`config.mk`:
```
export PLATFORM = sky130hd
export DESIGN_NAME = grammar_token_scanner
export DESIGN_NICKNAME = d
export VERILOG_FILES = /design/src/rtl/core/gts_pkg.sv /design/src/rtl/core/gts_front.sv /design/src/rtl/core/gts_outq.sv /design/src/rtl/core/gts_back.sv /design/src/rtl/core/grammar_token_scanner.sv
export SDC_FILE = /design/constraint.sdc
export NUM_CORES = 1
export LEC_CHECK = 0
export ABC_CLOCK_PERIOD_IN_PS = 6100
export BUFFER_PORTS_ARGS = -buffer_cell sky130_fd_sc_hd__buf_4
export CAP_MARGIN = 15
export CELL_PAD_IN_SITES_DETAIL_PLACEMENT = 2
export CELL_PAD_IN_SITES_GLOBAL_PLACEMENT = 2
export CORE_MARGIN = 4
export CORE_UTILIZATION = 47
export DETAILED_ROUTE_END_ITERATION = 10
export GPL_TIMING_DRIVEN = 0
export PLACE_DENSITY = 0.95
export SYNTH_ARGS = -nofsm -noshare
export SYNTH_HDL_FRONTEND = slang
export SYNTH_SLANG_ARGS = --single-unit
export TNS_END_PERCENT = 50
```
`constraint.sdc`:
```
create_clock -name clk -period 6.1 [get_ports clk]
set_input_delay 1.22 -clock clk [delete_from_list [all_inputs] [get_ports clk]]
set_output_delay 1.22 -clock clk [all_outputs]
set_load 0.01 [all_outputs]
```
`src/rtl/core/gts_pkg.sv`:
```
// Shared types, constants and helpers for the grammar token scanner.
// Used by gts_front, gts_back, gts_outq and grammar_token_scanner.
// Depends on nothing.
`default_nettype none
package gts_pkg;

	localparam int OFFSET_BITS = 24;
	localparam int COUNT_BITS  = 16;

	// depth of both internal queues; a power of two
	localparam int QDEPTH = 4;
	localparam int QPTR_W = $clog2(QDEPTH);

	// byte codes the scanner reacts to
	localparam logic [7:0] CH_DASH   = 8'h2D;
	localparam logic [7:0] CH_GT     = 8'h3E;
	localparam logic [7:0] CH_BSLASH = 8'h5C;
	localparam logic [7:0] CH_QUOTE  = 8'h22;
	localparam logic [7:0] CH_NL     = 8'h0A;
	localparam logic [7:0] CH_UNDER  = 8'h5F;
	localparam logic [7:0] CH_TAB    = 8'h09;
	localparam logic [7:0] CH_CR     = 8'h0D;
	localparam logic [7:0] CH_SPACE  = 8'h20;
	localparam logic [7:0] CH_PIPE   = 8'h7C;
	localparam logic [7:0] CH_SEMI   = 8'h3B;
	localparam logic [7:0] CH_LPAREN = 8'h28;
	localparam logic [7:0] CH_RPAREN = 8'h29;
	localparam logic [7:0] CH_LBRACE = 8'h7B;
	localparam logic [7:0] CH_RBRACE = 8'h7D;
	localparam logic [7:0] CH_COLON  = 8'h3A;
	localparam logic [7:0] CH_EQUALS = 8'h3D;
	localparam logic [7:0] CH_PLUS   = 8'h2B;
	localparam logic [7:0] CH_STAR   = 8'h2A;
	localparam logic [7:0] CH_QMARK  = 8'h3F;

	typedef enum logic [4:0] {
		TK_EOF      = 5'd0,
		TK_IDENT    = 5'd1,
		TK_STRING   = 5'd2,
		TK_NUMBER   = 5'd3,
		TK_ARROW    = 5'd4,
		TK_PIPE     = 5'd5,
		TK_SEMI     = 5'd6,
		TK_LPAREN   = 5'd7,
		TK_RPAREN   = 5'd8,
		TK_LBRACE   = 5'd9,
		TK_RBRACE   = 5'd10,
		TK_COLON    = 5'd11,
		TK_EQUALS   = 5'd12,
		TK_PLUS     = 5'd13,
		TK_STAR     = 5'd14,
		TK_QUESTION = 5'd15,
		TK_NEWLINE  = 5'd16,
		TK_ERROR    = 5'd17
	} tok_kind_t;

	typedef enum logic [2:0] {
		MODE_IDLE   = 3'd0,
		MODE_IDENT  = 3'd1,
		MODE_NUMBER = 3'd2,
		MODE_STRING = 3'd3,
		MODE_ESCAPE = 3'd4,
		MODE_DASH   = 3'd5
	} scan_mode_t;

	// byte class worked out by the front end
	typedef enum logic [3:0] {
		CL_WS     = 4'd0,
		CL_NL     = 4'd1,
		CL_DASH   = 4'd2,
		CL_QUOTE  = 4'd3,
		CL_PUNCT  = 4'd4,
		CL_ALPHA  = 4'd5,
		CL_DIGIT  = 4'd6,
		CL_GT     = 4'd7,
		CL_BSLASH = 4'd8,
		CL_OTHER  = 4'd9,
		CL_EOI    = 4'd10
	} byte_class_t;

	// classified item; tk is the single-byte token kind (error unless punctuation)
	typedef struct packed {
		byte_class_t cls;
		tok_kind_t   tk;
	} item_t;

	typedef struct packed {
		tok_kind_t               kind;
		logic [COUNT_BITS-1:0]   line;
		logic [COUNT_BITS-1:0]   column;
		logic [OFFSET_BITS-1:0]  offset;
		logic [COUNT_BITS-1:0]   length;
		logic                    last;
	} token_t;

	// write side of the token queue: zero, one or two tokens a cycle
	typedef struct packed {
		logic   one;
		logic   two;
		token_t d0;
		token_t d1;
	} tq_wr_t;

	function automatic logic [COUNT_BITS-1:0] cnt_inc(input logic [COUNT_BITS-1:0] v);
		cnt_inc = (v == {COUNT_BITS{1'b1}}) ? v : COUNT_BITS'(v + 1'b1);
	endfunction

	function automatic logic [OFFSET_BITS-1:0] off_inc(input logic [OFFSET_BITS-1:0] v);
		off_inc = (v == {OFFSET_BITS{1'b1}}) ? v : OFFSET_BITS'(v + 1'b1);
	endfunction

endpackage
`default_nettype wire

```
`src/rtl/core/gts_front.sv`:
```
// Front end of the grammar token scanner: classifies each incoming byte
// and holds classified items in a short queue for the back end.
// Depends on gts_pkg.
`default_nettype none
module gts_front (
	input  wire logic            clk,
	input  wire logic            arst_n,
	input  wire logic            push,
	output logic                 full,
	input  wire logic            kind,
	input  wire logic [7:0]      char_byte,
	output logic                 item_valid,
	output gts_pkg::item_t       item,
	input  wire logic            item_pop
);

	gts_pkg::item_t                  cls_item;
	gts_pkg::item_t                  mem_q [gts_pkg::QDEPTH];
	logic [gts_pkg::QPTR_W-1:0]      wr_ptr_q;
	logic [gts_pkg::QPTR_W-1:0]      rd_ptr_q;
	logic [gts_pkg::QPTR_W:0]        cnt_q;
	logic                            wr_en;
	logic                            rd_en;

	// classify the byte
	always_comb begin
		cls_item.tk  = gts_pkg::TK_ERROR;
		cls_item.cls = gts_pkg::CL_OTHER;
		if (kind) begin
			cls_item.cls = gts_pkg::CL_EOI;
		end else begin
			case (char_byte) inside
				gts_pkg::CH_SPACE, gts_pkg::CH_TAB, gts_pkg::CH_CR: cls_item.cls = gts_pkg::CL_WS;
				gts_pkg::CH_NL:     cls_item.cls = gts_pkg::CL_NL;
				gts_pkg::CH_DASH:   cls_item.cls = gts_pkg::CL_DASH;
				gts_pkg::CH_QUOTE:  cls_item.cls = gts_pkg::CL_QUOTE;
				gts_pkg::CH_GT:     cls_item.cls = gts_pkg::CL_GT;
				gts_pkg::CH_BSLASH: cls_item.cls = gts_pkg::CL_BSLASH;
				[8'h41:8'h5A], [8'h61:8'h7A], gts_pkg::CH_UNDER: begin
					cls_item.cls = gts_pkg::CL_ALPHA;
				end
				[8'h30:8'h39]: cls_item.cls = gts_pkg::CL_DIGIT;
				gts_pkg::CH_PIPE: begin
					cls_item.cls = gts_pkg::CL_PUNCT;
					cls_item.tk  = gts_pkg::TK_PIPE;
				end
				gts_pkg::CH_SEMI: begin
					cls_item.cls = gts_pkg::CL_PUNCT;
					cls_item.tk  = gts_pkg::TK_SEMI;
				end
				gts_pkg::CH_LPAREN: begin
					cls_item.cls = gts_pkg::CL_PUNCT;
					cls_item.tk  = gts_pkg::TK_LPAREN;
				end
				gts_pkg::CH_RPAREN: begin
					cls_item.cls = gts_pkg::CL_PUNCT;
					cls_item.tk  = gts_pkg::TK_RPAREN;
				end
				gts_pkg::CH_LBRACE: begin
					cls_item.cls = gts_pkg::CL_PUNCT;
					cls_item.tk  = gts_pkg::TK_LBRACE;
				end
				gts_pkg::CH_RBRACE: begin
					cls_item.cls = gts_pkg::CL_PUNCT;
					cls_item.tk  = gts_pkg::TK_RBRACE;
				end
				gts_pkg::CH_COLON: begin
					cls_item.cls = gts_pkg::CL_PUNCT;
					cls_item.tk  = gts_pkg::TK_COLON;
				end
				gts_pkg::CH_EQUALS: begin
					cls_item.cls = gts_pkg::CL_PUNCT;
					cls_item.tk  = gts_pkg::TK_EQUALS;
				end
				gts_pkg::CH_PLUS: begin
					cls_item.cls = gts_pkg::CL_PUNCT;
					cls_item.tk  = gts_pkg::TK_PLUS;
				end
				gts_pkg::CH_STAR: begin
					cls_item.cls = gts_pkg::CL_PUNCT;
					cls_item.tk  = gts_pkg::TK_STAR;
				end
				gts_pkg::CH_QMARK: begin
					cls_item.cls = gts_pkg::CL_PUNCT;
					cls_item.tk  = gts_pkg::TK_QUESTION;
				end
				default: cls_item.cls = gts_pkg::CL_OTHER;
			endcase
		end
	end

	assign full       = (cnt_q == (gts_pkg::QPTR_W+1)'(gts_pkg::QDEPTH));
	assign item_valid = (cnt_q != '0);
	assign item       = mem_q[rd_ptr_q];
	assign wr_en      = push && !full;
	assign rd_en      = item_pop && item_valid;

	// store the classified beat
	always_ff @(posedge clk) begin
		if (wr_en) begin
			mem_q[wr_ptr_q] <= cls_item;
		end
	end

	// advance pointers and fill count
	always_ff @(posedge clk or negedge arst_n) begin
		if (!arst_n) begin
			wr_ptr_q <= '0;
			rd_ptr_q <= '0;
			cnt_q    <= '0;
		end else begin
			if (wr_en) begin
				wr_ptr_q <= gts_pkg::QPTR_W'(wr_ptr_q + 1'b1);
			end
			if (rd_en) begin
				rd_ptr_q <= gts_pkg::QPTR_W'(rd_ptr_q + 1'b1);
			end
			if (wr_en && !rd_en) begin
				cnt_q <= (gts_pkg::QPTR_W+1)'(cnt_q + 1'b1);
			end else if (rd_en && !wr_en) begin
				cnt_q <= (gts_pkg::QPTR_W+1)'(cnt_q - 1'b1);
			end
		end
	end

	a_cnt_bound: assert property (@(posedge clk) disable iff (!arst_n)
		cnt_q <= (gts_pkg::QPTR_W+1)'(gts_pkg::QDEPTH))
		else $error("item queue overfilled");
	a_ptr_gap: assert property (@(posedge clk) disable iff (!arst_n)
		gts_pkg::QPTR_W'(wr_ptr_q - rd_ptr_q) == cnt_q[gts_pkg::QPTR_W-1:0])
		else $error("item queue pointers disagree with fill count");
	a_pop_drains: assert property (@(posedge clk) disable iff (!arst_n)
		(rd_en && !wr_en) |=> cnt_q == (gts_pkg::QPTR_W+1)'($past(cnt_q) - 1'b1))
		else $error("item queue pop lost");

endmodule
`default_nettype wire

```
`src/rtl/core/gts_outq.sv`:
```
// Token queue of the grammar token scanner: takes up to two tokens a cycle
// from the back end and hands out one a cycle on the result side while popped.
// Depends on gts_pkg.
`default_nettype none
module gts_outq (
	input  wire logic            clk,
	input  wire logic            arst_n,
	input  gts_pkg::tq_wr_t      wr,
	output logic                 room_two,
	output logic                 empty,
	input  wire logic            pop,
	output gts_pkg::token_t      head
);

	gts_pkg::token_t                 mem_q [gts_pkg::QDEPTH];
	logic [gts_pkg::QPTR_W-1:0]      wr_ptr_q;
	logic [gts_pkg::QPTR_W-1:0]      rd_ptr_q;
	logic [gts_pkg::QPTR_W:0]        cnt_q;
	logic [gts_pkg::QPTR_W-1:0]      wr_ptr_nx;
	logic [1:0]                      n_push;
	logic                            rd_en;

	assign empty     = (cnt_q == '0);
	assign room_two  = (cnt_q <= (gts_pkg::QPTR_W+1)'(gts_pkg::QDEPTH - 2));
	assign head      = mem_q[rd_ptr_q];
	assign rd_en     = pop && !empty;
	assign wr_ptr_nx = gts_pkg::QPTR_W'(wr_ptr_q + 1'b1);
	assign n_push    = wr.two ? 2'd2 : (wr.one ? 2'd1 : 2'd0);

	// write the beats in order
	always_ff @(posedge clk) begin
		if (wr.one) begin
			mem_q[wr_ptr_q] <= wr.d0;
		end
		if (wr.two) begin
			mem_q[wr_ptr_nx] <= wr.d1;
		end
	end

	// advance pointers and fill count
	always_ff @(posedge clk or negedge arst_n) begin
		if (!arst_n) begin
			wr_ptr_q <= '0;
			rd_ptr_q <= '0;
			cnt_q    <= '0;
		end else begin
			wr_ptr_q <= gts_pkg::QPTR_W'(wr_ptr_q + n_push);
			if (rd_en) begin
				rd_ptr_q <= gts_pkg::QPTR_W'(rd_ptr_q + 1'b1);
			end
			cnt_q <= (gts_pkg::QPTR_W+1)'(cnt_q + n_push - {1'b0, rd_en});
		end
	end

	a_two_implies_one: assert property (@(posedge clk) disable iff (!arst_n)
		wr.two |-> wr.one)
		else $error("second token written without first");
	a_no_overrun: assert property (@(posedge clk) disable iff (!arst_n)
		cnt_q <= (gts_pkg::QPTR_W+1)'(gts_pkg::QDEPTH))
		else $error("token queue overfilled");
	a_push_counts: assert property (@(posedge clk) disable iff (!arst_n)
		(wr.two && !rd_en) |=> cnt_q == (gts_pkg::QPTR_W+1)'($past(cnt_q) + 2'd2))
		else $error("token queue lost a beat of a pair");

endmodule
`default_nettype wire

```
`src/rtl/core/gts_back.sv`:
```
// Back end of the grammar token scanner: holds the scan mode and the
// position counters and turns each classified item into zero to two tokens.
// Depends on gts_pkg.
`default_nettype none
module gts_back (
	input  wire logic            clk,
	input  wire logic            arst_n,
	input  wire logic            item_valid,
	input  gts_pkg::item_t       item,
	output logic                 item_pop,
	input  wire logic            room_two,
	output gts_pkg::tq_wr_t      wr
);

	gts_pkg::scan_mode_t                  mode_q, mode_d;
	logic [gts_pkg::COUNT_BITS-1:0]       line_q, line_d;
	logic [gts_pkg::COUNT_BITS-1:0]       col_q, col_d;
	logic [gts_pkg::OFFSET_BITS-1:0]      off_q, off_d;
	logic [gts_pkg::COUNT_BITS-1:0]       tline_q, tline_d;
	logic [gts_pkg::COUNT_BITS-1:0]       tcol_q, tcol_d;
	logic [gts_pkg::OFFSET_BITS-1:0]      toff_q, toff_d;
	logic [gts_pkg::COUNT_BITS-1:0]       tlen_q, tlen_d;

	logic                                 fresh;
	logic                                 p_valid;
	gts_pkg::tok_kind_t                   p_kind;
	logic [gts_pkg::COUNT_BITS-1:0]       p_len;
	logic                                 h_valid;
	gts_pkg::tok_kind_t                   h_kind;
	gts_pkg::token_t                      p_tok;
	gts_pkg::token_t                      h_tok;
	logic                                 cont;

	assign item_pop = item_valid && room_two;

	// scan one item against the mode and counters
	always_comb begin
		mode_d  = mode_q;
		line_d  = line_q;
		col_d   = col_q;
		off_d   = off_q;
		tline_d = tline_q;
		tcol_d  = tcol_q;
		toff_d  = toff_q;
		tlen_d  = tlen_q;
		fresh   = 1'b0;
		p_valid = 1'b0;
		p_kind  = gts_pkg::TK_ERROR;
		p_len   = '0;
		h_valid = 1'b0;
		h_kind  = gts_pkg::TK_ERROR;
		cont    = 1'b0;

		if (item.cls == gts_pkg::CL_EOI) begin
			// close any pending token, emit eof and return to reset values
			case (mode_q)
				gts_pkg::MODE_IDENT: begin
					p_valid = 1'b1;
					p_kind  = gts_pkg::TK_IDENT;
					p_len   = tlen_q;
				end
				gts_pkg::MODE_NUMBER: begin
					p_valid = 1'b1;
					p_kind  = gts_pkg::TK_NUMBER;
					p_len   = tlen_q;
				end
				gts_pkg::MODE_STRING, gts_pkg::MODE_ESCAPE: begin
					p_valid = 1'b1;
					p_kind  = gts_pkg::TK_STRING;
					p_len   = tlen_q;
				end
				gts_pkg::MODE_DASH: begin
					p_valid = 1'b1;
					p_kind  = gts_pkg::TK_ERROR;
				end
				default: p_valid = 1'b0;
			endcase
			h_valid = 1'b1;
			h_kind  = gts_pkg::TK_EOF;
			mode_d  = gts_pkg::MODE_IDLE;
			line_d  = gts_pkg::COUNT_BITS'(1);
			col_d   = gts_pkg::COUNT_BITS'(1);
			off_d   = '0;
			tline_d = gts_pkg::COUNT_BITS'(1);
			tcol_d  = gts_pkg::COUNT_BITS'(1);
			toff_d  = '0;
			tlen_d  = '0;
		end else begin
			case (mode_q)
				gts_pkg::MODE_STRING: begin
					col_d = gts_pkg::cnt_inc(col_q);
					off_d = gts_pkg::off_inc(off_q);
					if (item.cls == gts_pkg::CL_QUOTE) begin
						p_valid = 1'b1;
						p_kind  = gts_pkg::TK_STRING;
						p_len   = tlen_q;
						mode_d  = gts_pkg::MODE_IDLE;
					end else begin
						tlen_d = gts_pkg::cnt_inc(tlen_q);
						if (item.cls == gts_pkg::CL_BSLASH) begin
							mode_d = gts_pkg::MODE_ESCAPE;
						end
					end
				end
				gts_pkg::MODE_ESCAPE: begin
					col_d  = gts_pkg::cnt_inc(col_q);
					off_d  = gts_pkg::off_inc(off_q);
					tlen_d = gts_pkg::cnt_inc(tlen_q);
					mode_d = gts_pkg::MODE_STRING;
				end
				gts_pkg::MODE_IDENT, gts_pkg::MODE_NUMBER: begin
					cont = (item.cls == gts_pkg::CL_DIGIT) ||
						(mode_q == gts_pkg::MODE_IDENT && item.cls == gts_pkg::CL_ALPHA);
					if (cont) begin
						tlen_d = gts_pkg::cnt_inc(tlen_q);
						col_d  = gts_pkg::cnt_inc(col_q);
						off_d  = gts_pkg::off_inc(off_q);
					end else begin
						p_valid = 1'b1;
						p_kind  = (mode_q == gts_pkg::MODE_IDENT) ?
							gts_pkg::TK_IDENT : gts_pkg::TK_NUMBER;
						p_len   = tlen_q;
						fresh   = 1'b1;
					end
				end
				gts_pkg::MODE_DASH: begin
					p_valid = 1'b1;
					if (item.cls == gts_pkg::CL_GT) begin
						p_kind = gts_pkg::TK_ARROW;
						col_d  = gts_pkg::cnt_inc(col_q);
						off_d  = gts_pkg::off_inc(off_q);
						mode_d = gts_pkg::MODE_IDLE;
					end else begin
						p_kind = gts_pkg::TK_ERROR;
						fresh  = 1'b1;
					end
				end
				default: fresh = 1'b1;
			endcase

			// scan the byte as the start of something new
			if (fresh) begin
				mode_d = gts_pkg::MODE_IDLE;
				col_d  = gts_pkg::cnt_inc(col_q);
				off_d  = gts_pkg::off_inc(off_q);
				case (item.cls)
					gts_pkg::CL_WS: mode_d = gts_pkg::MODE_IDLE;
					gts_pkg::CL_NL: begin
						h_valid = 1'b1;
						h_kind  = gts_pkg::TK_NEWLINE;
						line_d  = gts_pkg::cnt_inc(line_q);
						col_d   = gts_pkg::COUNT_BITS'(1);
					end
					gts_pkg::CL_DASH, gts_pkg::CL_QUOTE, gts_pkg::CL_ALPHA,
					gts_pkg::CL_DIGIT: begin
						tline_d = line_q;
						tcol_d  = col_q;
						toff_d  = off_q;
						tlen_d  = '0;
						case (item.cls)
							gts_pkg::CL_DASH: mode_d = gts_pkg::MODE_DASH;
							gts_pkg::CL_QUOTE: begin
								toff_d = gts_pkg::off_inc(off_q);
								mode_d = gts_pkg::MODE_STRING;
							end
							gts_pkg::CL_DIGIT: begin
								tlen_d = gts_pkg::COUNT_BITS'(1);
								mode_d = gts_pkg::MODE_NUMBER;
							end
							default: begin
								tlen_d = gts_pkg::COUNT_BITS'(1);
								mode_d = gts_pkg::MODE_IDENT;
							end
						endcase
					end
					default: begin
						h_valid = 1'b1;
						h_kind  = item.tk;
					end
				endcase
			end
		end
	end

	// build the pending token and the token at the current position
	always_comb begin
		p_tok.kind   = p_kind;
		p_tok.line   = tline_q;
		p_tok.column = tcol_q;
		p_tok.offset = toff_q;
		p_tok.length = p_len;
		p_tok.last   = !h_valid;
		h_tok.kind   = h_kind;
		h_tok.line   = line_q;
		h_tok.column = col_q;
		h_tok.offset = off_q;
		h_tok.length = '0;
		h_tok.last   = 1'b1;
		wr.one       = item_pop && (p_valid || h_valid);
		wr.two       = item_pop && p_valid && h_valid;
		wr.d0        = p_valid ? p_tok : h_tok;
		wr.d1        = h_tok;
	end

	// hold scanner state
	always_ff @(posedge clk or negedge arst_n) begin
		if (!arst_n) begin
			mode_q  <= gts_pkg::MODE_IDLE;
			line_q  <= gts_pkg::COUNT_BITS'(1);
			col_q   <= gts_pkg::COUNT_BITS'(1);
			off_q   <= '0;
			tline_q <= gts_pkg::COUNT_BITS'(1);
			tcol_q  <= gts_pkg::COUNT_BITS'(1);
			toff_q  <= '0;
			tlen_q  <= '0;
		end else if (item_pop) begin
			mode_q  <= mode_d;
			line_q  <= line_d;
			col_q   <= col_d;
			off_q   <= off_d;
			tline_q <= tline_d;
			tcol_q  <= tcol_d;
			toff_q  <= toff_d;
			tlen_q  <= tlen_d;
		end
	end

	a_eoi_resets: assert property (@(posedge clk) disable iff (!arst_n)
		(item_pop && item.cls == gts_pkg::CL_EOI) |=>
			(mode_q == gts_pkg::MODE_IDLE && line_q == gts_pkg::COUNT_BITS'(1) &&
			 off_q == '0))
		else $error("end of input did not reset the scanner");
	a_eoi_emits_two_max: assert property (@(posedge clk) disable iff (!arst_n)
		(item_pop && item.cls == gts_pkg::CL_EOI) |-> wr.one)
		else $error("end of input emitted no eof");
	a_line_positive: assert property (@(posedge clk) disable iff (!arst_n)
		line_q != '0 && col_q != '0)
		else $error("position counter fell to zero");
	a_quiet_holds: assert property (@(posedge clk) disable iff (!arst_n)
		!item_pop |=> $stable(mode_q) && $stable(off_q))
		else $error("scanner state moved without an item");

endmodule
`default_nettype wire

```
`src/rtl/core/grammar_token_scanner.sv`:
```
// Top level of the grammar token scanner.
// Instantiates gts_front, gts_back and gts_outq; depends on gts_pkg.
//
// Feed one text byte per push (kind 0) or end of input (kind 1); tokens come
// out one per pop, oldest first, with last_of_run marking the final token of
// each input beat. A byte is accepted every cycle while full is low. The first
// token of a beat reaches the result ports through the item queue and the
// token queue: the beat is classified into the item queue at acceptance and
// scanned into the token queue when the back end takes it, which waits for
// room for two tokens. The scanner handles one beat per cycle while that room
// is there, and the result side hands out one token per cycle while pop is
// high, so beats that close a pending token and also emit one of their own
// (punctuation, newline or end of input) put two tokens into the token queue.
// Position counters and lengths saturate; end of input returns every counter to its reset value.
`default_nettype none
module grammar_token_scanner (
	input  wire logic                           clk,
	input  wire logic                           arst_n,
	input  wire logic                           push,
	output logic                                full,
	input  wire logic                           kind,
	input  wire logic [7:0]                     char_byte,
	output logic                                empty,
	input  wire logic                           pop,
	output logic [4:0]                          token_kind,
	output logic [gts_pkg::COUNT_BITS-1:0]      start_line,
	output logic [gts_pkg::COUNT_BITS-1:0]      start_column,
	output logic [gts_pkg::OFFSET_BITS-1:0]     value_offset,
	output logic [gts_pkg::COUNT_BITS-1:0]      value_length,
	output logic                                last_of_run
);

	logic                  item_valid;
	gts_pkg::item_t        item;
	logic                  item_pop;
	logic                  room_two;
	gts_pkg::tq_wr_t       wr;
	gts_pkg::token_t       head;

	gts_front u_front (
		.clk        (clk),
		.arst_n     (arst_n),
		.push       (push),
		.full       (full),
		.kind       (kind),
		.char_byte  (char_byte),
		.item_valid (item_valid),
		.item       (item),
		.item_pop   (item_pop)
	);

	gts_back u_back (
		.clk        (clk),
		.arst_n     (arst_n),
		.item_valid (item_valid),
		.item       (item),
		.item_pop   (item_pop),
		.room_two   (room_two),
		.wr         (wr)
	);

	gts_outq u_outq (
		.clk      (clk),
		.arst_n   (arst_n),
		.wr       (wr),
		.room_two (room_two),
		.empty    (empty),
		.pop      (pop),
		.head     (head)
	);

	// present the oldest token
	assign token_kind   = head.kind;
	assign start_line   = head.line;
	assign start_column = head.column;
	assign value_offset = head.offset;
	assign value_length = head.length;
	assign last_of_run  = head.last;

endmodule
`default_nettype wire

```
# ---- Word level (Yosys, flattened, before mapping)
# Memory sizes are Yosys's and may differ from the RTL's.
# Cells that the tools add are included.
dict set report op_classes {
  add_sub_neg 13
  mux 120
  n_eq_ne 42
  n_reduce_logical 42
  order_cmp 7
}
# op n
set op_table {}
lappend op_table {{16-bit two-way mux} 26}
lappend op_table {{24-bit two-way mux} 9}
lappend op_table {{5-bit two-way mux} 26}
lappend op_table {{8-bit by 6-bit equality test with 1-bit output, second input constant} 12}
lappend op_table {{16-bit case mux with 3 select lines} 2}
lappend op_table {{4-bit two-way mux} 20}
lappend op_table {{78-bit two-way mux} 1}
lappend op_table {{24-bit case mux with 3 select lines} 1}
lappend op_table {{16-bit by 1-bit adder with 16-bit output, second input constant} 3}
lappend op_table {{16-bit equality test, second input constant} 3}
lappend op_table {{8-bit by 7-bit equality test with 1-bit output, second input constant} 5}
lappend op_table {{16-bit case mux with 2 select lines} 1}
lappend op_table {{5-bit case mux with 3 select lines} 2}
lappend op_table {{24-bit by 1-bit adder with 24-bit output, second input constant} 1}
lappend op_table {{24-bit equality test, second input constant} 1}
lappend op_table {{8-bit by 4-bit equality test with 1-bit output, second input constant} 3}
lappend op_table {{3-bit two-way mux} 8}
lappend op_table {{3-bit case mux with 3 select lines} 2}
lappend op_table {{1-bit two-way mux} 17}
lappend op_table {{8-bit by 7-bit greater-or-equal comparator with 1-bit output, second input constant} 2}
lappend op_table {{8-bit by 7-bit <= comparator with 1-bit output, second input constant} 2}
lappend op_table {{1-bit logical AND} 13}
lappend op_table {{4-bit by 3-bit equality test with 1-bit output, second input constant} 3}
lappend op_table {{4-bit AND reduction} 3}
lappend op_table {{other kinds (33)} 58}
dict set report word_totals {
  out_inout_bits 80
  mem_bits_rw 348
  in_bits 13
  regBits 145
  n_memories 2
}
# memory words word_bits rd rd_clocked_by_memory_dff wr line
set memory_table {}
lappend memory_table {u_outq.mem_q 4 78 1 0 2 gts_outq.sv:15} ;# gts_pkg::token_t mem_q [gts_pkg::QDEPTH];
lappend memory_table {u_front.mem_q 4 9 1 0 1 gts_front.sv:18} ;# gts_pkg::item_t mem_q [gts_pkg::QDEPTH];

# ---- Depth between registers and ports, before layout
dict set report depth {
  word_depth 21
  mapped_depth 16
}

# ---- Cells and area by module
# Synthesis repeated with hierarchy kept, for this count alone.
dict set report unflattened {
  hier_cells 1880
  hier_area_um2 25814.8
}
# mod n_inst area_each_um2 cells_each
set by_module_without_submodules {}
lappend by_module_without_submodules {gts_outq 1 15384.8 796}
lappend by_module_without_submodules {gts_back 1 8200.4 921}
lappend by_module_without_submodules {gts_front 1 2229.6 163}

# ---- Worst setup path after synthesis
# No wires, ideal clock.
dict set report synth_path {
  path_kind {flip-flop to flip-flop}
  startpoint {register u_front.rd_ptr_q[0] in the netlist's numbering}
  endpoint {memory u_outq.mem_q[0][17] in the netlist's numbering, enable pin}
  synth_period_minus_slack_ns 3.668
  n_path_buf 4
  t_arrival_ns 3.280
  stages_incl_launch_ff 13
  setup_slack_ns 2.432
  t_required_ns 5.712
  cell_sequence {dfrtp_1 buf_6 mux4_2 nor4bb_1 buf_2 and3_4 a311oi_4 and3_1 buf_2 a21oi_4 a21boi_4 buf_6 inv_2}
}
# element line
set synth_lines {}
lappend synth_lines {{from (decl)} gts_front.sv:20} ;# logic [gts_pkg::QPTR_W-1:0] rd_ptr_q;
lappend synth_lines {{from (signal assigned)} gts_front.sv:116} ;# rd_ptr_q <= gts_pkg::QPTR_W'(rd_ptr_q + 1'b1);
lappend synth_lines {{to (decl)} gts_outq.sv:15}

# ---- Final worst setup path
dict set report layout_path {
  startpoint {register u_outq.rd_ptr_q[1] in the netlist's numbering}
  endpoint {output port token_kind[4]}
}
dict set report layout_via {
  elab_chain_len 1
}
# element line
set layout_lines {}
lappend layout_lines {{from (decl)} gts_outq.sv:17} ;# logic [gts_pkg::QPTR_W-1:0] rd_ptr_q;
lappend layout_lines {{from (signal assigned)} gts_outq.sv:49} ;# rd_ptr_q <= gts_pkg::QPTR_W'(rd_ptr_q + 1'b1);
lappend layout_lines {{memory 4 x 78 bit} n/a}
lappend layout_lines {{to (decl)} grammar_token_scanner.sv:25} ;# output logic [4:0] token_kind,
# Every way passes these cells.

==> out/summary.md <==
The tools report the number of antenna violations at the first check in global routing as 4. The run finished with clean final reports. After global routing the overflow that remains totals 0. Setup violations remaining at the end of the flow were counted as 0. The global-route wire length before repair is 160.4 mm. The power density over the cells was 577.8 nW/um2; the maximum resistive drop on vdd was 0.2955 mV. The worst setup path is of the reg2out kind.

The type of origin of the critical path is a register. In this run the remaining antenna-violating nets after routing total 0. The first TritonRoute pass finished after 5 iterations. The run gives 0 as the max-capacitance violation count. The total clock sinks was 493. The library cell used most frequently in the layout, excluding fill and tap cells, is a22o_1.

The final cell utilization of the core is 0.5489, and the slew at the pin closest to its max-slew limit is 1352 ps. Clock-pin slew was measured on the worst setup and hold paths at 80 ps. TritonCTS built the clock tree. The sequential fraction of the synthesis area was 0.5570; the number of distinct library cell variants in the gate-level netlist after synthesis was 97. The ratio of routed vias to standard cells works out to 7.471. The y dimension of the die came out at 234.3 um. The via count of the first global-routing pass is 22.04k. After synthesis the netlist holds a flip-flop and latch count of 493.

Max-slew violation total from the final report: 0. Of all nets on the critical path, the largest fanout is 10. Entering global routing, the biggest net connects 112 pins.

In this run the cell area of the synthesized design comes to 24060 um2. The run gives 0.3991 as the total global routing track utilization. For the final routed database, the setup TNS stands at 0 ps. The met3 global-route usage is 0.08406. Data arrives at the worst endpoint at 4160 ps. The met1 usage in global routing was 0.4665. The path class of the tightest hold or removal check is in2async. The top cell types in the final layout, fill and taps aside, are 318 x a22o_1, 280 x edfxtp_1, 141 x dfrtp_1, 130 x nand2_1, 119 x clkbuf_1. The layer flagged by global routing as most heavily used is met2. The overall die width was 234.3 um; the number of buffers created by CTS was 53. Wires add up to 110.4 mm.

The final non-filler cell area came out at 27650 um2. In the synthesized netlist the dominant register cell turns out to be edfxtp_1. Based on the critical path, the design can be clocked at up to 186.0 MHz. Setup repair after global routing left no endpoint under its margin. The number of warning messages in the yosys log is 0, and the share of cells above drive strength 1 is 0.1851.

After legalization and detailed placement, the total HPWL measured 65.78 mm. The fraction of registers with async set or reset after synthesis came out at 0.2941. The number of synthesized flops with an enable pin is 280.

Across the routed clock network, the largest skew measured is 47.82 ps. After floorplanning, the core was divided into 82 placement rows. The H-tree depth reported by CTS came out at 2. The later pin in the worst-skew pair is clocked with a latency of 640 ps.

Dividing the synthesized area by the synthesized cell count gives 12.62 um2. Post-CTS repair changed the size of 0 cells. The logs give 0.4776 for the starting density of the core and 1907 for the number of instances in the synthesized netlist. The max-slew headroom at the worst pin is 0.09161, and the static leakage is 10.11 nW. After the last flow step, the layout net total stands at 2087.

The final hold violation count was 0. Buffers inserted to repair hold after CTS numbered 0. The number of nets produced by synthesis is 1936, and the number of ports placed on the die boundary is 93. The largest total area in the synthesized netlist belongs to edfxtp_1. The congestion estimate from routability-driven global placement came to 0.8968.

Detailed routing inserted a total of 20.73k vias. After layout, the minimum clock period comes to 5376 ps. The worst setup path is captured at an output port. In the post-synthesis netlist, the biggest area contributors are edfxtp_1 35%, dfrtp_1 15%, a22o_1 12%, mux4_2 8.1%, dfxtp_1 5.7%. Counting along the longest clock path gives a buffer depth of 3.

For the met2 usage, the log shows 0.6697. The post-synthesis to final-layout area growth works out to 14.92%. The placed instances occupy a cell area of 25760 um2. The root buffer cell chosen for the clock tree is clkbuf_16. The iteration-0 DRC count of the detailed router came out at 3058. The final clock period utilization by the worst path is 0.8813, and the count of buffers from port buffering is 87. The die covers 54880 um2.

The placeable core area was 50380 um2; the post-detailed-route wirelength per cell was 39.78 um. The number of setup buffers added after CTS is 0. The proportion of netlist area held by the largest area contributor was 0.3494; the number of design rule violations left after detail routing was 0.

The worst endpoint required time came out at 4880 ps.
[Yosys cell counts, drive strengths merged, types with 6 or more instances]
master,number
xnor2,28
xor2,26
or2,8
a31oi,21
a211oi,6
nor2,89
clkbuf,108
mux4,87
o21a,6
nor3,23
a21oi,46
nand2,132
o21ai,84
and4,7
or3,15
dfxtp,68
and2,17
nand2b,16
and3,26
dfrtp,141
nand3,50
o22ai,16
nor2b,10
buf,90
o31ai,38
nand4,20
inv,27
ha,14
edfxtp,280
a22o,318
[critical path, stage by stage (launching register included)]
cell,delay [ps]
dfrtp_1,380
clkbuf_1,620
clkbuf_1,630
buf_8,260
clkbuf_1,970
mux4_2,490
buf_4,170
[power by group]
| group | leakage (nW) | switching, mW | internal [mW] |
|---|---|---|---|
| registers | 5.06 | 0.543 | 4.59 |
| logic | 4.12 | 4.85 | 2.30 |
| clock network | 0.929 | 1.55 | 2.15 |
| total | 10.1 | 6.94 | 9.03 |
[cell type report]
cell class,instances,area [um2]
fillers,4663,22720
repair buffers,96,858.3
diodes,1,2.502
plain buffers,198,980.9
multi-input cells,1189,9577
clock inverters,32,469.2
inverters,27,111.4
clock buffers,67,1409
well taps,672,840.8
flip-flops and latches,493,13400
[layer usage]
metal / share of wire / up-vias
met1: 0.35 / 10730
met5: 0.00035 / -
li1: - / 7721
met4: 0.079 / 6
met3: 0.088 / 590
met2: 0.48 / 1683
[registers in the layout, indices dropped and copies added, names as in the netlist]
name              cells
u_front.wr_ptr_q      2
u_outq.wr_ptr_q       2
u_back.tline_q       16
u_back.toff_q        24
u_front.mem_q        36
u_back.mode_q         3
u_back.col_q         16
u_outq.cnt_q          3
u_back.tcol_q        16
u_back.off_q         24
u_front.rd_ptr_q      2
u_back.line_q        16
u_front.cnt_q         3
u_back.tlen_q        16
u_outq.rd_ptr_q       2
u_outq.mem_q        312
[cell families (layout without fill, tap and decap cells)]
family | count (synthesis) | in the layout | share of synthesized area
mux | 93 | 93 | 0.08403
fa+ha+maj | 17 | 17 | 0.009516
compound gates | 590 | 590 | 0.1919
simple gates | 435 | 435 | 0.09292
buf+inv | 225 | 420 | 0.04498
other cells | 0 | 1 | 0
xor+xnor | 54 | 54 | 0.01966
flops | 493 | 493 | 0.5570
[final timing paths]
kind                                     start                  end  slack, ps  cells after the start
min in group clk           u_outq.mem_q[3][10]  u_outq.mem_q[3][10]        480                      1
setup / recovery            u_outq.rd_ptr_q[1]        token_kind[4]        720                      6
max in group asynchronous               arst_n     u_back.toff_q[8]       4600                      2
hold / removal                          arst_n     u_back.tlen_q[4]        480                      1
hold reg to reg            u_outq.mem_q[3][10]  u_outq.mem_q[3][10]        480                      1
setup reg to reg              u_front.cnt_q[0]      u_back.off_q[5]       1270                      7
[metrics by stage]
| stage | hold slack (ps) | total power, mW | setup WS (ps) | cells |
|---|---|---|---|---|
| 6_report | 479.2 | 15.98 | 723.8 | 2775 |
| 5_1_grt | 489.9 | 16.23 | 808.4 | 2774 |
| 4_1_cts | 469.4 | 15.68 | 893.7 | 2773 |
| 3_5_place_dp | 463.8 | 11.67 | 1646 | 2674 |
| 3_3_place_gp | 443.7 | 10.94 | 1310 | 2666 |
| 2_1_floorplan | 432.4 | 8.624 | 2432 | 1907 |
Note: power is estimated with default switching activity, not from simulation.
